## src/rtl/core/bilp_pkg.sv

```systemverilog
// ----------------------------------------------------------------------------
// Byte integer literal parser package
// Word types, parser state and status codes shared by the parser modules.
// ----------------------------------------------------------------------------
`default_nettype none

package bilp_pkg;

  // Status codes carried with every result word.
  localparam logic [1:0] STATUS_OK      = 2'd0;
  localparam logic [1:0] STATUS_INVALID = 2'd1;
  localparam logic [1:0] STATUS_RANGE   = 2'd2;

  // Accumulator saturation point and the largest byte value.
  localparam logic [8:0] ACC_SAT  = 9'd256;
  localparam logic [8:0] BYTE_MAX = 9'd255;

  // Parse phase of the current token.
  typedef enum logic [2:0] {
    PH_EMPTY = 3'd0,
    PH_BLANK = 3'd1,
    PH_SIGN  = 3'd2,
    PH_ZERO  = 3'd3,
    PH_XPFX  = 3'd4,
    PH_DEC   = 3'd5,
    PH_OCT   = 3'd6,
    PH_HEX   = 3'd7
  } phase_t;

  // One input word: a character of the token.
  typedef struct packed {
    logic [7:0] ch;
    logic       no_char;
    logic       last;
  } bilp_in_t;

  // One result word.
  typedef struct packed {
    logic [7:0] value;
    logic [1:0] status;
  } bilp_out_t;

  // Parser state carried from one character to the next.
  typedef struct packed {
    phase_t     phase;
    logic [8:0] accum;
    logic       negative;
    logic       bad_char;
    logic       any_digit;
  } bilp_state_t;

endpackage

`default_nettype wire

```

## src/rtl/core/bilp_step.sv

```systemverilog
// ----------------------------------------------------------------------------
// Byte integer literal parser step
// Consumes one character against the current state and forms the result.
// ----------------------------------------------------------------------------
`default_nettype none

module bilp_step (
  input  var bilp_pkg::bilp_state_t st,
  input  var bilp_pkg::bilp_in_t    word,
  output var bilp_pkg::bilp_state_t st_nxt,
  output var bilp_pkg::bilp_out_t   result
);

  localparam logic [1:0] BASE_OCT = 2'd0;
  localparam logic [1:0] BASE_DEC = 2'd1;
  localparam logic [1:0] BASE_HEX = 2'd2;

  logic        is_blank;
  logic        is_num;
  logic        is_hex_letter;
  logic        is_oct;
  logic [3:0]  dig;
  logic        take;
  logic        bad;
  logic [1:0]  base;
  logic [12:0] acc_ext;
  logic [12:0] prod;
  logic [12:0] sum;
  bilp_pkg::bilp_state_t after;

  // Character classes.
  assign is_blank = (word.ch == 8'h20) || ((word.ch >= 8'h09) && (word.ch <= 8'h0d));
  assign is_num = (word.ch >= 8'h30) && (word.ch <= 8'h39);
  assign is_hex_letter = ((word.ch >= 8'h61) && (word.ch <= 8'h66)) ||
                         ((word.ch >= 8'h41) && (word.ch <= 8'h46));
  assign is_oct = (word.ch >= 8'h30) && (word.ch <= 8'h37);
  assign dig = is_num ? word.ch[3:0] : (word.ch[3:0] + 4'd9);

  // Phase transitions for one character.
  always_comb begin
    after = st;
    take  = 1'b0;
    bad   = 1'b0;
    base  = BASE_DEC;
    if (!word.no_char && !st.bad_char) begin
      unique case (st.phase)
        bilp_pkg::PH_EMPTY, bilp_pkg::PH_BLANK, bilp_pkg::PH_SIGN: begin
          priority if ((st.phase != bilp_pkg::PH_SIGN) && is_blank) begin
            after.phase = bilp_pkg::PH_BLANK;
          end else if ((st.phase != bilp_pkg::PH_SIGN) &&
                       ((word.ch == 8'h2b) || (word.ch == 8'h2d))) begin
            after.negative = (word.ch == 8'h2d);
            after.phase    = bilp_pkg::PH_SIGN;
          end else if (word.ch == 8'h30) begin
            after.phase     = bilp_pkg::PH_ZERO;
            after.any_digit = 1'b1;
            after.accum     = '0;
          end else if (is_num) begin
            after.phase = bilp_pkg::PH_DEC;
            take        = 1'b1;
          end else begin
            bad = 1'b1;
          end
        end
        bilp_pkg::PH_ZERO: begin
          priority if ((word.ch == 8'h78) || (word.ch == 8'h58)) begin
            after.phase = bilp_pkg::PH_XPFX;
          end else if (is_oct) begin
            after.phase = bilp_pkg::PH_OCT;
            take        = 1'b1;
            base        = BASE_OCT;
          end else begin
            bad = 1'b1;
          end
        end
        bilp_pkg::PH_XPFX, bilp_pkg::PH_HEX: begin
          if (is_num || is_hex_letter) begin
            after.phase = bilp_pkg::PH_HEX;
            take        = 1'b1;
            base        = BASE_HEX;
          end else begin
            bad = 1'b1;
          end
        end
        bilp_pkg::PH_DEC: begin
          if (is_num) begin
            take = 1'b1;
          end else begin
            bad = 1'b1;
          end
        end
        bilp_pkg::PH_OCT: begin
          if (is_oct) begin
            take = 1'b1;
            base = BASE_OCT;
          end else begin
            bad = 1'b1;
          end
        end
      endcase
    end
    if (bad) begin
      after.bad_char = 1'b1;
    end
    if (take) begin
      after.any_digit = 1'b1;
      after.accum     = (sum > {4'd0, bilp_pkg::ACC_SAT}) ? bilp_pkg::ACC_SAT : sum[8:0];
    end
  end

  // Multiply by the base with shifts, then add the digit.
  assign acc_ext = {4'd0, st.accum};
  always_comb begin
    unique case (base)
      BASE_OCT: prod = acc_ext << 3;
      BASE_HEX: prod = acc_ext << 4;
      default:  prod = (acc_ext << 3) + (acc_ext << 1);
    endcase
  end
  assign sum = prod + {9'd0, dig};

  // Result of the token and the state for the next character.
  always_comb begin
    result.value  = '0;
    result.status = bilp_pkg::STATUS_OK;
    priority if (after.bad_char || (after.phase == bilp_pkg::PH_XPFX) ||
                 ((after.phase != bilp_pkg::PH_EMPTY) && !after.any_digit)) begin
      result.status = bilp_pkg::STATUS_INVALID;
    end else if ((after.accum > bilp_pkg::BYTE_MAX) ||
                 (after.negative && (after.accum != '0))) begin
      result.status = bilp_pkg::STATUS_RANGE;
    end else begin
      result.value = after.accum[7:0];
    end

    st_nxt = after;
    if (word.last) begin
      st_nxt.phase     = bilp_pkg::PH_EMPTY;
      st_nxt.accum     = '0;
      st_nxt.negative  = 1'b0;
      st_nxt.bad_char  = 1'b0;
      st_nxt.any_digit = 1'b0;
    end
  end

endmodule

`default_nettype wire

```

## src/rtl/core/bilp_out_reg.sv

```systemverilog
// ----------------------------------------------------------------------------
// Byte integer literal parser output register
// Holds one result word until the receiver takes it.
// ----------------------------------------------------------------------------
`default_nettype none

module bilp_out_reg (
  input  var logic                clk,
  input  var logic                rst_n,
  input  var logic                load,
  input  var bilp_pkg::bilp_out_t load_data,
  output var logic                ready,
  output var logic                out_vld,
  input  var logic                out_stall,
  output var bilp_pkg::bilp_out_t out_data
);

  logic                vld_r;
  logic                vld_nxt;
  bilp_pkg::bilp_out_t data_r;

  // The register is free when empty or when its word leaves this cycle.
  assign ready = !vld_r || !out_stall;

  always_comb begin
    vld_nxt = vld_r;
    if (load) begin
      vld_nxt = 1'b1;
    end else if (!out_stall) begin
      vld_nxt = 1'b0;
    end
  end

  always_ff @(posedge clk) begin
    if (!rst_n) begin
      vld_r <= 1'b0;
    end else begin
      vld_r <= vld_nxt;
    end
  end

  // Payload needs no reset.
  always_ff @(posedge clk) begin
    if (load) begin
      data_r <= load_data;
    end
  end

  assign out_vld  = vld_r;
  assign out_data = data_r;

endmodule

`default_nettype wire

```

## src/rtl/core/byte_integer_literal_parser_top.sv

```systemverilog
// ----------------------------------------------------------------------------
// Byte integer literal parser
// Parses a C integer literal, one character per word, into a byte and status.
// ----------------------------------------------------------------------------
// Usage: send the characters of one token on the in_ channel, one per word,
// and mark the final word with last. A word with no_char set carries no
// character; a token made of only such a word is empty and parses as 0, ok.
// Exactly one result word appears on the out_ channel per token, holding
// the value (0 unless ok) and the status: ok, invalid or out of range.
// A word accepted into the input register is parsed there by the parse step,
// and its result is loaded into the output register when the word moves on.
// Throughput is one word per cycle while in_stall is low: the input register
// hands each word to the parse step and the output register holds the result.
// Reset clears both registers and the parse state, ready for a new token.
// When the receiver stalls, the result waits in the output register; words
// that do not end a token keep flowing, and only a last word waits for the
// output register to free, which raises in_stall.
// ----------------------------------------------------------------------------
`default_nettype none

module byte_integer_literal_parser_top (
  input  var logic                clk,
  input  var logic                rst_n,
  input  var logic                in_vld,
  output var logic                in_stall,
  input  var bilp_pkg::bilp_in_t  in_data,
  output var logic                out_vld,
  input  var logic                out_stall,
  output var bilp_pkg::bilp_out_t out_data
);

  logic                  in_vld_r;
  logic                  in_vld_nxt;
  bilp_pkg::bilp_in_t    in_data_r;
  bilp_pkg::bilp_state_t st_r;
  bilp_pkg::bilp_state_t st_nxt;
  bilp_pkg::bilp_out_t   step_result;
  logic                  out_ready;
  logic                  adv;
  logic                  in_take;

  // The held word moves on unless it ends a token and the output is full.
  assign adv      = in_vld_r && (!in_data_r.last || out_ready);
  assign in_stall = in_vld_r && !adv;
  assign in_take  = in_vld && !in_stall;

  always_comb begin
    in_vld_nxt = in_vld_r;
    if (!in_vld_r || adv) begin
      in_vld_nxt = in_vld;
    end
  end

  // Input register.
  always_ff @(posedge clk) begin
    if (!rst_n) begin
      in_vld_r <= 1'b0;
    end else begin
      in_vld_r <= in_vld_nxt;
    end
  end

  always_ff @(posedge clk) begin
    if (in_take) begin
      in_data_r <= in_data;
    end
  end

  // Parse state advances once per processed word.
  always_ff @(posedge clk) begin
    if (!rst_n) begin
      st_r.phase     <= bilp_pkg::PH_EMPTY;
      st_r.accum     <= '0;
      st_r.negative  <= 1'b0;
      st_r.bad_char  <= 1'b0;
      st_r.any_digit <= 1'b0;
    end else if (adv) begin
      st_r <= st_nxt;
    end
  end

  bilp_step u_step (
    .st     (st_r),
    .word   (in_data_r),
    .st_nxt (st_nxt),
    .result (step_result)
  );

  bilp_out_reg u_out_reg (
    .clk       (clk),
    .rst_n     (rst_n),
    .load      (adv && in_data_r.last),
    .load_data (step_result),
    .ready     (out_ready),
    .out_vld   (out_vld),
    .out_stall (out_stall),
    .out_data  (out_data)
  );

endmodule

`default_nettype wire
```

## config.mk

```make
export PLATFORM = sky130hd
export DESIGN_NAME = byte_integer_literal_parser_top
export DESIGN_NICKNAME = d
export VERILOG_FILES = /design/src/rtl/core/bilp_pkg.sv /design/src/rtl/core/bilp_step.sv /design/src/rtl/core/bilp_out_reg.sv /design/src/rtl/core/byte_integer_literal_parser_top.sv
export SDC_FILE = /design/constraint.sdc
export NUM_CORES = 1
export LEC_CHECK = 0
export BUFFER_PORTS_ARGS = -buffer_cell sky130_fd_sc_hd__buf_4
export CORE_ASPECT_RATIO = 1.5
export CORE_UTILIZATION = 25
export CTS_CLUSTER_DIAMETER = 200
export CTS_CLUSTER_SIZE = 40
export DETAILED_ROUTE_END_ITERATION = 10
export GPL_TIMING_DRIVEN = 0
export SLEW_MARGIN = 20
export SYNTH_ARGS = -nofsm -noshare
export SYNTH_HDL_FRONTEND = slang
export SYNTH_HIERARCHICAL = 1
export SYNTH_SLANG_ARGS = --single-unit
```

## constraint.sdc

```tcl
create_clock -name clk -period 11.4 [get_ports clk]
set_clock_uncertainty 0.1 [all_clocks]
set_input_delay 1.14 -clock clk [delete_from_list [all_inputs] [get_ports clk]]
set_output_delay 1.14 -clock clk [all_outputs]
set_load 0.01 [all_outputs]
```

## After elaboration in Yosys (flattened, before gate mapping)

Cells that the tools add are included.

| word-level totals | value |
|---|---|
| register bits after elaboration | 37 |
| bits of input ports | 14 |
| output and inout bits | 12 |
| word-level logic and storage cells | 136 |

| cells by class | value |
|---|---|
| $add $sub $neg | 3 |
| $lt $le $gt $ge | 11 |
| equal/unequal tests | 17 |
| mux-type cells | 52 |
| reductions and logical operators | 41 |

Operator list:

| kind | number |
|---|---|
| $mux W9 | 4 |
| $eq A8 B6 Y1 const B | 4 |
| $mux W1 | 27 |
| $pmux W13 S2 | 1 |
| $mux W3 | 7 |
| $mux W10 | 2 |
| $eq A8 B7 Y1 const B | 2 |
| $ge A8 B7 Y1 const B | 2 |
| $le A8 B6 Y1 const B | 2 |
| $le A8 B7 Y1 const B | 2 |
| $eq A3 B3 Y1 const B | 5 |
| $mux W15 | 1 |
| $logic_and A1 B1 Y1 | 14 |
| $add A12 B10 Y13 | 1 |
| $add A13 B4 Y13 | 1 |
| $gt A13 B9 Y1 const B | 1 |
| $mux W13 | 1 |
| $logic_or A1 B1 Y1 | 11 |
| $pmux W1 S5 | 2 |
| $gt A9 B8 Y1 const B | 1 |
| $logic_not A1 Y1 | 9 |
| $pmux W3 S3 | 1 |
| $reduce_bool A9 Y1 | 1 |
| $ge A8 B4 Y1 const B | 1 |
| 16 further kinds | 21 |

## Logic depth before layout (Yosys ltp)

Gate-level depths: netlist of the first run.

| depth | value |
|---|---|
| depth after elaboration | 17 |
| depth in mapped cells | 21 |

## By module

The synthesis of the first run kept the hierarchy.

Modules (own cells, without submodules):

| module | instances | cells each | area each (sq um) | seq. area each (sq um) |
|---|---|---|---|---|
| bilp_step | 1 | 288 | 1,943.1 | 0.0 |
| byte_integer_literal_parser_top | 1 | 81 | 968.4 | 620.6 |
| bilp_out_reg | 1 | 14 | 335.3 | 320.3 |

## Least setup slack after synthesis of the first run

OpenSTA, ideal clock, no wires.

| timing | value |
|---|---|
| path type | flip-flop to flip-flop |
| start point | register in_data_r[2] (netlist name) |
| end point | register st_r[10] (netlist name) |
| library setup time | 0.072 ns |
| arrival | 4.811 ns |
| required time | 11.228 ns |
| setup slack | 6.418 ns |
| cell stages (with the launch flop) | 22 |
| clock period less this slack | 4.982 ns |
| path through | edfxtp_1 inv_1 ha_1 o21bai_1 a21o_1 clkbuf_1 nand3_1 nand2_1 and2_1 ha_1 inv_1 fa_1 inv_1 or4_1 a211o_1 a211o_1 o32a_1 a21boi_0 a31oi_1 nor2_1 nand2_1 mux2i_1 |

RTL lines:

| item | line | RTL |
|---|---|---|
| start, declared | byte_integer_literal_parser_top.sv:34 | `bilp_pkg::bilp_in_t in_data_r;` |
| start signal, assigned | byte_integer_literal_parser_top.sv:65 | `in_data_r <= in_data;` |
| end signal, assigned | byte_integer_literal_parser_top.sv:78 | `st_r <= st_nxt;` |
| end, declared | byte_integer_literal_parser_top.sv:35 | `bilp_pkg::bilp_state_t st_r;` |

## Worst setup path in the final report of the first run

| timing | value |
|---|---|
| start point | register in_data_r[2] (netlist name) |
| end point | register u_out_reg.data_r, in the netlist u_out_reg/out_data[8], data pin |

| on the way | value |
|---|---|
| cells in the longest elaborated chain, start to end | 17 |
| elaborated cells on any way between the ends | 91 |
| classes of those cells | add/sub: 2; order compare: 11; eq/ne: 8; mux: 48; reduce/logical: 22 |

Ends and longest elaborated chain:

| item | line | RTL |
|---|---|---|
| parallel branches: the longest is 17 deep, another holds $add A13 B4 Y13 | n/a |  |
| end signal, assigned | bilp_out_reg.sv:45 | `data_r <= load_data;` |
| end, declared | bilp_out_reg.sv:20 | `bilp_pkg::bilp_out_t data_r;` |

Several ways; the timed one is not identified.
A chain may end at the register's enable or synchronous reset.

==> results of run 1 <==
==> routing by layer <==
layer  track usage, %  share of wire [%]
met1             14.6                 38
met5                0                  0
met2             27.4                 54
met4             8.69                4.9
met3             2.04                2.9
==> final cells by class <==
class                           count  area, um2
Tap cell                          156        195
Clock inverter                      3       46.3
Clock buffer                        5        125
Buffer                             14       73.8
Inverter                           14       52.6
Fill cell                        1336       8770
Multi-Input combinational cell    318       2180
Sequential cell                    37        941
Timing Repair Buffer               25        188
==> cell usage after synthesis (all sizes together) (4+ instances only) <==
master and n:
inv 14, nand3 7, nor2b 8, clkbuf 8
a211oi 6, a31oi 9, nand2b 8, mux2i 18
nor2 25, xnor2 8, a21oi 25, nand2 57
o21ai 14, nand4 5, buf 6, edfxtp 20
and3 4, o31ai 6, xor2 6, a21o 6
nor4 5, a21boi 5, and2 12, nor3 11
ha 14, or3 4, a211o 5, dfxtp 17
==> sequential cells by signal (all words and copies together) (netlist names) <==
signal,count
in_vld_r,1
u_out_reg/out_data,10
u_out_reg/out_vld,1
in_data_r,10
st_r,15
==> cells by family after synthesis <==
logic type | after synthesis
muxes | 21
buffers and inverters | 28
and+or+nand+nor | 163
DFF | 37
adders and majority gates | 16
AOI/OAI and AO/OA | 104
xor gates and xnor gates | 14
==> worst max path at each step <==
stage | cells after the start | slack (ns) | end
6_report | 19 | 5.21 | u_out_reg/out_data[8]$_DFFE_PP_
3_5_place_dp | 19 | 5.26 | u_out_reg/out_data[8]$_DFFE_PP_
4_1_cts | 19 | 5.25 | u_out_reg/out_data[8]$_DFFE_PP_
3_3_place_gp | 21 | 5.41 | st_r[10]$_SDFFE_PN0P_
5_1_grt | 21 | 4.74 | st_r[8]$_SDFFE_PN0P_
2_1_floorplan | 21 | 6.42 | st_r[10]$_SDFFE_PN0P_
==> power groups by stage <==
stage	clock (uW)	combinational, uW	sequential, uW
final	161	33.9	147
after global routing	171	37.1	147
after CTS	164	33.9	147
after detailed placement	0	33.8	150
after global placement	0	33.1	150
after floorplan	0	21.8	149
==> worst reg2reg max path, stage by stage, from the launching register on <==
cell      delay [ns]
edfxtp_1        0.49
inv_1           0.11
ha_1            0.28
o21bai_1        0.20
a21o_1          0.16
clkbuf_1        0.37
nand3_1         0.44
nand2_1         0.38
and2_1          0.20
ha_1            0.18
inv_1           0.06
fa_1            0.48
inv_1           0.09
or4_1           0.58
a211o_1         0.31
a211o_1         0.28
o32a_1          0.36
a21boi_0        0.50
a31oi_1         0.20
nor3_1          0.25
==> through the flow <==
step | instances | hold WS [ns]
floorplan | 383 | 0.330
global placement | 564 | 0.339
detailed placement | 564 | 0.357
CTS | 572 | 0.365
global route | 572 | 0.400
finish | 572 | 0.365
==> metrics.md, run 1 <==
| Metric | Value |
|---|---|
| Detailed-route via count | 3043 |
| WP buf/inv | 4 |
| Adder-Cell Fraction of Synth Area | 6.63% |
| Max Slew Vio Count | 0 |
| Worst endpoint required time | 11.41 ns |
| Final nets | 445 |
| Post-synth ARST share | 0% |
| Design Area, Final | 3800 um2 |
| Outcome | complete, no violations |
| Cells after Synth | 383 |
| Sw Pwr | 81.1 uW |
| DR iter-0 viols | 129 |
| Endpoints failing setup | 0 |
| Reg2Reg Depth | 19 |
| Hold depth | 2 |
| Num rows | 50 |
| Yosys warnings | 6 |
| HP Start | st_r[0]$_SDFFE_PN0P_ |
| VDD IR-drop max | 0.0481 mV |
| Clk_lat worst skew | 0.29 ns |
| Syn avg cell area | 8.48 um2 |
| First-pass GRT wire length | 14900 um |
| R2R Path End | u_out_reg/out_data[8]$_DFFE_PP_ |
| # Max-Cap Violations | 0 |
| Initial core utilization | 25.8% |
| Cell Area, Synth | 3250 um2 |
| CTS buffer count | 5 |
| Clock share of power | 47.2% |
| Diodes inserted | 0 |
| Placer Congestion | 0.893 |
| CP Launch Type | flip-flop |
| Fin crit share | 54.3% |
| Number of synthesized flops with an enable pin | 20 |
| Post-CTS Resized | 0 |
| Fin worst setup slack | 5.21 ns |
| Reg clk slew, reported paths | 0.06 ns |
| Total chip power | 342 uW |
| Top post-synthesis cells by area | edfxtp_1 (18%), dfxtp_1 (10%), nand2_1 (6.6%) |
| Setup_tns | 0 ns |
| Aggregate routed wire length | 9430 um |
| Final design utilization | 30.2% |
| WP data arrival | 6.20 ns |
| Largest stage delay, worst path | 0.58 ns |
| H-tree depth | 2 |
| CP Class | flip-flop to flip-flop |
| Slew HR | 36.7% |
| Largest family of logic cells by synthesized area | simple AND/OR/NAND/NOR gates |
| CP most frequent cell | inv_1 |
| RSZ-0062 raised after global routing | false |
| Pleak | 0.00141 uW |
| Comb pwr share | 9.9% |
| Largest net degree at the start of global routing | 14 |
| Crit path max-delay family | compound AO/OA/AOI/OAI gates |
| Final min period | 6.19 ns |
| Antenna-violating nets left | 0 |
| CP cell instances | inv_1 -> ha_1 -> o21bai_1 -> a21o_1 -> clkbuf_1 -> nand3_1 -> nand2_1 -> and2_1 -> ha_1 -> inv_1 -> fa_1 -> inv_1 -> or4_1 -> a211o_1 -> a211o_1 -> o32a_1 -> a21boi_0 -> a31oi_1 -> nor3_1 |
| Compound-Gate Fraction of Synth Area | 23.6% |
| CTS tree | yes |
| Io pins | 26 |
| Syn Nets | 413 |
| Setup Buffers After CTS | 0 |
| Unique masters post-synth | 70 |
| Internal Power | 261 uW |
| Min-delay worst type | flip-flop to flip-flop |
| PD cells | 90.0 nW/um2 |
| Reg-to-reg startpoint | in_data_r[2]$_DFFE_PP_ |
| F_max | 162 MHz |
| Switching share of power | 23.7% |
| Synth top area share | 18.5% |
| Core area | 12600 um2 |
| DR WL/cell | 16.5 um |
| Vias per cell | 5.32 |
| Sequential share of power | 42.9% |
| Hold buffer count at cts | 0 |
| Worst-case clock buffer depth | 2 |
| Reg-to-reg slack, setup | 5.21 ns |
| Hold Violations, Final | 0 |
| Worst-Margin Slew | 0.947 ns |
| Placed cell area | 3630 um2 |
| CP Launch Point | in_data_r[2]$_DFFE_PP_ |
| Commonest non-fill, non-tap cell in the layout | nand2_1 |
| Hpwl dp | 7400 um |
| Clk Tree Root Cell | clkbuf_16 |
| Sinks on Clock Net | 37 |
| Port Buf Inserts | 25 |
| Die W | 95.1 um |
| CP endpoint kind | flip-flop |
| Sequential fraction of the synthesis area | 29.0% |
| Mux cell area share after synthesis | 6.59% |
| Vert. Die Dim | 142 um |
| Total gr overflow | 0 |
| DRC Markers | 0 |
| Dpl ws | 5.26 ns |
| Post-synthesis simple-gate area fraction | 26.5% |
| Leading area contributor after synthesis | edfxtp_1 |
| Vias in the first global route | 3002 |
| Worst-path fanout max | 10 |
| Hold Path Sink | st_r[0]$_SDFFE_PN0P_ |
| Primary FF master, synth | edfxtp_1 |
| Area delta synth->final | 17.1% |
| First-pass DRT Iterations | 4 |
| Most frequent cells in the layout | nand2_1 (57), buf_4 (25), nor2_1 (25) |
| CP max-delay cell | or4_1 |
| Initial antenna violation count | 0 |
| Layout cells sized above 1 | 13.5% |
| Synth Area in XOR/XNOR | 3.78% |
| Die area | 13500 um2 |
| Total GRT Usage | 14.5% |
| #FFs+latches synth | 37 |
(Power assumes the default switching activity.)
==> run 2: changes to the inputs <==
==> constraint.sdc (replaced) <==
create_clock -name clk -period 5.2 [get_ports clk]
set_clock_uncertainty 0.1 [all_clocks]
set_input_delay 0.52 -clock clk [delete_from_list [all_inputs] [get_ports clk]]
set_output_delay 0.52 -clock clk [all_outputs]
set_load 0.01 [all_outputs]
==> metrics.md, run 2 (synthesized netlist as in run 1, its figures left out) <==
| Metric | Value |
|---|---|
| First-pass GRT wire length | 15000 um (was 14900 um) |
| CP max-delay cell | or4_4 (was or4_1) |
| Outcome | complete, no violations (unchanged) |
| Port Buf Inserts | 25 (unchanged) |
| Fin crit share | 96.4% (was 54.3%) |
| Reg-to-reg slack, setup | 0.19 ns (was 5.21 ns) |
| Diodes inserted | 0 (unchanged) |
| Final min period | 5.01 ns (was 6.19 ns) |
| Fin cells | 583 (was 572) |
| CP Launch Type | flip-flop (unchanged) |
| Largest net degree at the start of global routing | 14 (unchanged) |
| Max Slew Vio Count | 0 (unchanged) |
| Num rows | 50 (unchanged) |
| Placer Congestion | 0.893 (unchanged) |
| Hold Violations, Final | 0 (unchanged) |
| CP Class | flip-flop to flip-flop (unchanged) |
| Initial antenna violation count | 0 (unchanged) |
| Clk_lat worst skew | 0.29 ns (about the same) |
| Detailed-route via count | 3113 (was 3043) |
| Fin worst setup slack | 0.188 ns (was 5.21 ns) |
| Die W | 95.1 um (unchanged) |
| Reg clk slew, reported paths | 0.06 ns (about the same) |
| Largest register FFs | 15 (unchanged) |
| Worst-path fanout max | 6 (was 10) |
| H-tree depth | 2 (unchanged) |
| DR iter-0 viols | 153 (was 129) |
| First-pass DRT Iterations | 4 (unchanged) |
| Final design utilization | 31.8% (was 30.2%) |
| WP data arrival | 4.95 ns (was 6.20 ns) |
| Endpoints failing setup | 0 (unchanged) |
| Total GRT Usage | 14.6% (was 14.5%) |
| Io pins | 26 (unchanged) |
| Vias per cell | 5.34 (was 5.32) |
| Most frequent cells in the layout | nand2_1 (56), buf_4 (36), nor2_1 (25) (was nand2_1 (57), buf_4 (25), nor2_1 (25)) |
| # Max-Cap Violations | 0 (unchanged) |
| Slew HR | 35.2% (was 36.7%) |
| Placed cell area | 3630 um2 (unchanged) |
| F_max | 200 MHz (was 162 MHz) |
| Vias in the first global route | 3030 (was 3002) |
| Commonest non-fill, non-tap cell in the layout | nand2_1 (unchanged) |
| Final nets | 456 (was 445) |
| WP buf/inv | 3 (was 4) |
| Dpl ws | -0.941 ns (was 5.26 ns) |
| DR WL/cell | 16.7 um (was 16.5 um) |
| CTS buffer count | 5 (unchanged) |
| Layout cells sized above 1 | 20.1% (was 13.5%) |
| Area delta synth->final | 23.3% (was 17.1%) |
| VDD IR-drop max | 0.106 mV (was 0.0481 mV) |
| Placed Cells | 564 (unchanged) |
| Hpwl dp | 7400 um (unchanged) |
| Core area | 12600 um2 (unchanged) |
| Worst-Margin Slew | 0.970 ns (was 0.947 ns) |
| CTS tree | yes (unchanged) |
| Clk Tree Root Cell | clkbuf_16 (unchanged) |
| Design Area, Final | 4000 um2 (was 3800 um2) |
| DRC Markers | 0 (unchanged) |
| Most flop-heavy register | st_r (unchanged) |
| Die area | 13500 um2 (unchanged) |
| Crit path max-delay family | compound AO/OA/AOI/OAI gates (unchanged) |
| CP cell instances | inv_2 -> ha_4 -> or3b_4 -> o311ai_4 -> nand3_4 -> nand2_4 -> and2_1 -> ha_2 -> inv_1 -> fa_1 -> inv_1 -> or4_4 -> a211o_1 -> a211o_1 -> o32a_1 -> a21oi_4 -> a41oi_4 -> nor2b_4 (was inv_1 -> ha_1 -> o21bai_1 -> a21o_1 -> clkbuf_1 -> nand3_1 -> nand2_1 -> and2_1 -> ha_1 -> inv_1 -> fa_1 -> inv_1 -> or4_1 -> a211o_1 -> a211o_1 -> o32a_1 -> a21boi_0 -> a31oi_1 -> nor3_1) |
| Total gr overflow | 0 (unchanged) |
| Vert. Die Dim | 142 um (unchanged) |
| PD cells | 189 nW/um2 (was 90.0 nW/um2) |
| Initial core utilization | 25.8% (unchanged) |
| Pleak | 0.00148 uW (was 0.00141 uW) |
| Sinks on Clock Net | 37 (unchanged) |
| Worst-case clock buffer depth | 2 (unchanged) |
| CP endpoint kind | flip-flop (unchanged) |
| Aggregate routed wire length | 9740 um (was 9430 um) |
| Antenna-violating nets left | 0 (unchanged) |
| Worst endpoint required time | 5.13 ns (was 11.41 ns) |
| Min-delay worst type | input port to flip-flop (was flip-flop to flip-flop) |
| Largest stage delay, worst path | 0.55 ns (was 0.58 ns) |
==> run 2: layout make-up <==
type | count | area (um2)
fill | 1316 | 8570
multi-input combinational | 319 | 2300
sequential | 37 | 941
timing repair buffer | 35 | 263
tap | 156 | 195
clock buffer | 5 | 125
buffer | 14 | 77.6
inverter | 14 | 52.6
clock inverter | 3 | 46.3
==> run 2: routing by layer <==
layer,GRT usage (%),up-vias,share of wire (%)
met2,27.8,78,56
met3,1.93,32,3.0
li1,-,1525,-
met4,8.13,0,4.6
met5,0,-,0
met1,14.8,1478,37
==> run 2: path summary, 6_finish.rpt <==
kind              cells after the start                   start                         endpoint
setup / recovery                     18  in_data_r[2]$_DFFE_PP_  u_out_reg/out_data[1]$_DFFE_PP_
hold / removal                        1              in_data[1]           in_data_r[1]$_DFFE_PP_
setup reg to reg                     18  in_data_r[2]$_DFFE_PP_  u_out_reg/out_data[1]$_DFFE_PP_
hold reg to reg                       2    st_r[0]$_SDFFE_PN0P_             st_r[0]$_SDFFE_PN0P_
==> run 2: power breakdown <==
part           switching (uW)  internal (uW)  total (uW)
registers                6.38            315         321
clock network             127            227         354
logic                    48.0           34.3        82.3
total                     182            576         758
==> run 2: repair_timing <==
| action | CTS | global route |
|---|---|---|
| resized for setup | 9 | 20 |
| pin swaps | 2 | 7 |
| cloned | 0 | 1 |
| setup endpoints to repair | 18 | 18 |
| hold buffers | 0 | 0 |
| setup buffers | 6 | 4 |
==> run 2: through the flow <==
stage	total power, uW	TNS [ns]	hold slack, ns
floorplan	375	0	0.330
global route	787	-0.0675	0.297
global placement	401	-12.84	0.339
CTS	760	0	0.300
finish	758	0	0.307
detailed placement	402	-15.14	0.357
==> run 3: changes to the inputs <==
--- a/config.mk
+++ b/config.mk
@@ -7,11 +7,12 @@
 export LEC_CHECK = 0
 export BUFFER_PORTS_ARGS = -buffer_cell sky130_fd_sc_hd__buf_4
 export CORE_ASPECT_RATIO = 1.5
-export CORE_UTILIZATION = 25
+export CORE_UTILIZATION = 45
 export CTS_CLUSTER_DIAMETER = 200
 export CTS_CLUSTER_SIZE = 40
 export DETAILED_ROUTE_END_ITERATION = 10
 export GPL_TIMING_DRIVEN = 0
+export PLACE_DENSITY = 0.65
 export SLEW_MARGIN = 20
 export SYNTH_ARGS = -nofsm -noshare
 export SYNTH_HDL_FRONTEND = slang
==> metrics.md, run 3 (synthesized netlist as in run 1, its figures left out) <==
| Metric | Value |
|---|---|
| Die W | 71.4 um (was 95.1 um) |
| Largest net degree at the start of global routing | 14 (unchanged) |
| Io pins | 26 (unchanged) |
| Port Buf Inserts | 25 (unchanged) |
| First-pass GRT wire length | 14200 um (was 15000 um) |
| Num rows | 37 (was 50) |
| Detailed-route via count | 3103 (was 3113) |
| Initial core utilization | 47.1% (was 25.8%) |
| Reg clk slew, reported paths | 0.08 ns (was 0.06 ns) |
| Sinks on Clock Net | 37 (unchanged) |
| Clk_lat worst skew | 0.30 ns (was 0.29 ns) |
| Area delta synth->final | 15.5% (was 23.3%) |
| Hold Violations, Final | 0 (unchanged) |
| DR iter-0 viols | 265 (was 153) |
| Hold buffer count at cts | 0 (unchanged) |
| Vias in the first global route | 3031 (was 3030) |
| Layout cells sized above 1 | 17.2% (was 20.1%) |
| Largest register FFs | 15 (unchanged) |
| # Max-Cap Violations | 0 (unchanged) |
| Failing checks | DRC |
| Reg-to-reg startpoint | in_data_r[3]$_DFFE_PP_ (was in_data_r[2]$_DFFE_PP_) |
| Diodes inserted | 0 (unchanged) |
| Total GRT Usage | 23.7% (was 14.6%) |
| Endpoints failing setup | 0 (unchanged) |
| VDD IR-drop max | 0.163 mV (was 0.106 mV) |
| Total gr overflow | 0 (unchanged) |
| CTS buffer count | 5 (unchanged) |
| Aggregate routed wire length | 8480 um (was 9740 um) |
| DR WL/cell | 16.9 um (was 16.7 um) |
| CP Class | flip-flop to flip-flop (unchanged) |
| CP Launch Type | flip-flop (unchanged) |
| Outcome | finished, violations left (was complete, no violations) |
| Worst-case clock buffer depth | 2 (unchanged) |
| Pleak | 0.00144 uW (was 0.00148 uW) |
| CTS tree | yes (unchanged) |
| Min-delay worst type | input port to flip-flop (unchanged) |
| Hold_ws | 0.293 ns (was 0.307 ns) |
| Worst-Margin Slew | 0.850 ns (was 0.970 ns) |
| Area of the multi-input gates | 2210 um2 (was 2300 um2) |
| H-tree depth | 2 (unchanged) |
| RSZ-0062 raised after global routing | true |
| Antenna-violating nets left | 0 (unchanged) |
| Commonest non-fill, non-tap cell in the layout | nand2_1 (unchanged) |
| Fin crit share | 96.1% (was 96.4%) |
| Most flop-heavy register | st_r (unchanged) |
| Core area | 6900 um2 (was 12600 um2) |
| Most frequent cells in the layout | nand2_1 (56), buf_4 (34), nor2_1 (25) (was nand2_1 (56), buf_4 (36), nor2_1 (25)) |
| Worst endpoint required time | 5.15 ns (was 5.13 ns) |
| PD cells | 174 nW/um2 (was 189 nW/um2) |
| Final min period | 5.00 ns (was 5.01 ns) |
| F_max | 200 MHz (about the same) |
| Vias per cell | 6.17 (was 5.34) |
| Vert. Die Dim | 106 um (was 142 um) |
| DRC Markers | 1 (was 0) |
| First-pass DRT Iterations | 8 (was 4) |
| WP data arrival | 4.94 ns (was 4.95 ns) |
| CP Launch Point | in_data_r[3]$_DFFE_PP_ (was in_data_r[2]$_DFFE_PP_) |
| Register area | 941 um2 (unchanged) |
| Initial antenna violation count | 0 (unchanged) |
| CP endpoint kind | flip-flop (unchanged) |
| Worst-path fanout max | 10 (was 6) |
| R2R Path End | u_out_reg/out_data[1]$_DFFE_PP_ (unchanged) |
| Die area | 7570 um2 (was 13500 um2) |
| Final nets | 454 (was 456) |
| Placer Congestion | 0.919 (was 0.893) |
| Reg-to-reg slack, setup | 0.20 ns (was 0.19 ns) |
| Slew HR | 43.2% (was 35.2%) |
| Crit path to | u_out_reg/out_data[1]$_DFFE_PP_ (unchanged) |
| Total chip power | 653 uW (was 758 uW) |
| Max Slew Vio Count | 0 (unchanged) |
| Hpwl dp | 6370 um (was 7400 um) |
| Reg2Reg Depth | 19 (was 18) |
| Clk Tree Root Cell | clkbuf_8 (was clkbuf_16) |
| # fillers | 657 (was 1316) |
==> run 3: cell count changes in the layout (fill, tap and decap cells not counted), sizes merged <==
cell    change
a41oi       -1
buf         -2
clkbuf      +1
==> run 3: final cells by class <==
class                   instances  area share, %
plain buffers                  14           2.00
inverters                      14           1.40
clock inverters                 3           1.23
clock buffers                   5           1.84
well taps                      78           2.60
repair buffers                 34           6.81
flip-flops and latches         37           25.1
multi-input cells             318           59.0
==> run 3: per-layer routing <==
metal | track usage [%] | up-vias | wire, um
met5 | 0 | - | 0
met4 | 10.1 | 0 | 223
li1 | - | 1508 | -
met3 | 2.65 | 20 | 302
met2 | 43.3 | 97 | 4580
met1 | 27.4 | 1478 | 3380
==> run 3: what timing repair did <==
| action | in CTS | in global routing |
|---|---|---|
| pin swaps | 2 | 3 |
| setup buffers | 4 | 5 |
| gates resized for setup | 5 | 5 |
| endpoints found under the setup margin | 18 | 18 |
==> run 3: critical path: stages, from the launching register on <==
cell	delay, ns
edfxtp_1	0.39
inv_1	0.09
ha_1	0.24
o21bai_1	0.21
a21o_1	0.18
clkbuf_2	0.24
nand3_2	0.16
nand2_4	0.14
and2_1	0.14
ha_1	0.16
inv_1	0.05
fa_1	0.48
inv_1	0.08
or4_1	0.56
a211o_1	0.29
a211o_1	0.26
o32a_1	0.34
a21oi_2	0.20
a41oi_4	0.20
nor2b_1	0.21
==> run 3: worst min path at each step <==
stage	endpoint	slack [ns]	depth (start not counted)	from
global route	in_data_r[0]$_DFFE_PP_	0.28	1	in_data[0]
finish	in_data_r[0]$_DFFE_PP_	0.29	1	in_data[0]
detailed placement	st_r[0]$_SDFFE_PN0P_	0.35	2	st_r[0]$_SDFFE_PN0P_
floorplan	st_r[0]$_SDFFE_PN0P_	0.33	2	st_r[0]$_SDFFE_PN0P_
CTS	in_data_r[0]$_DFFE_PP_	0.28	1	in_data[0]
global placement	st_r[0]$_SDFFE_PN0P_	0.34	2	st_r[0]$_SDFFE_PN0P_
==> run 3: report_power, final <==
part	total, uW	leakage [uW]	internal [uW]	switching, uW
clock network	255	0.0000543	144	111
registers	321	0.000341	315	6.20
logic	77.6	0.00104	33.1	44.5
total	653	0.00144	491	162
==> run 3: through the flow <==
step	instance area (um2)	utilization (%)	setup TNS, ns	std cells	setup slack [ns]
after floorplan	3250	-	0	383	0.218
after global placement	3530	51.2	-11.66	486	-0.725
after detailed placement	3530	51.2	-11.52	486	-0.711
after CTS	3690	53.5	0	498	0.0240
after global routing	3750	54.4	-0.0110	503	-0.00565
final	3750	54.4	0	503	0.201
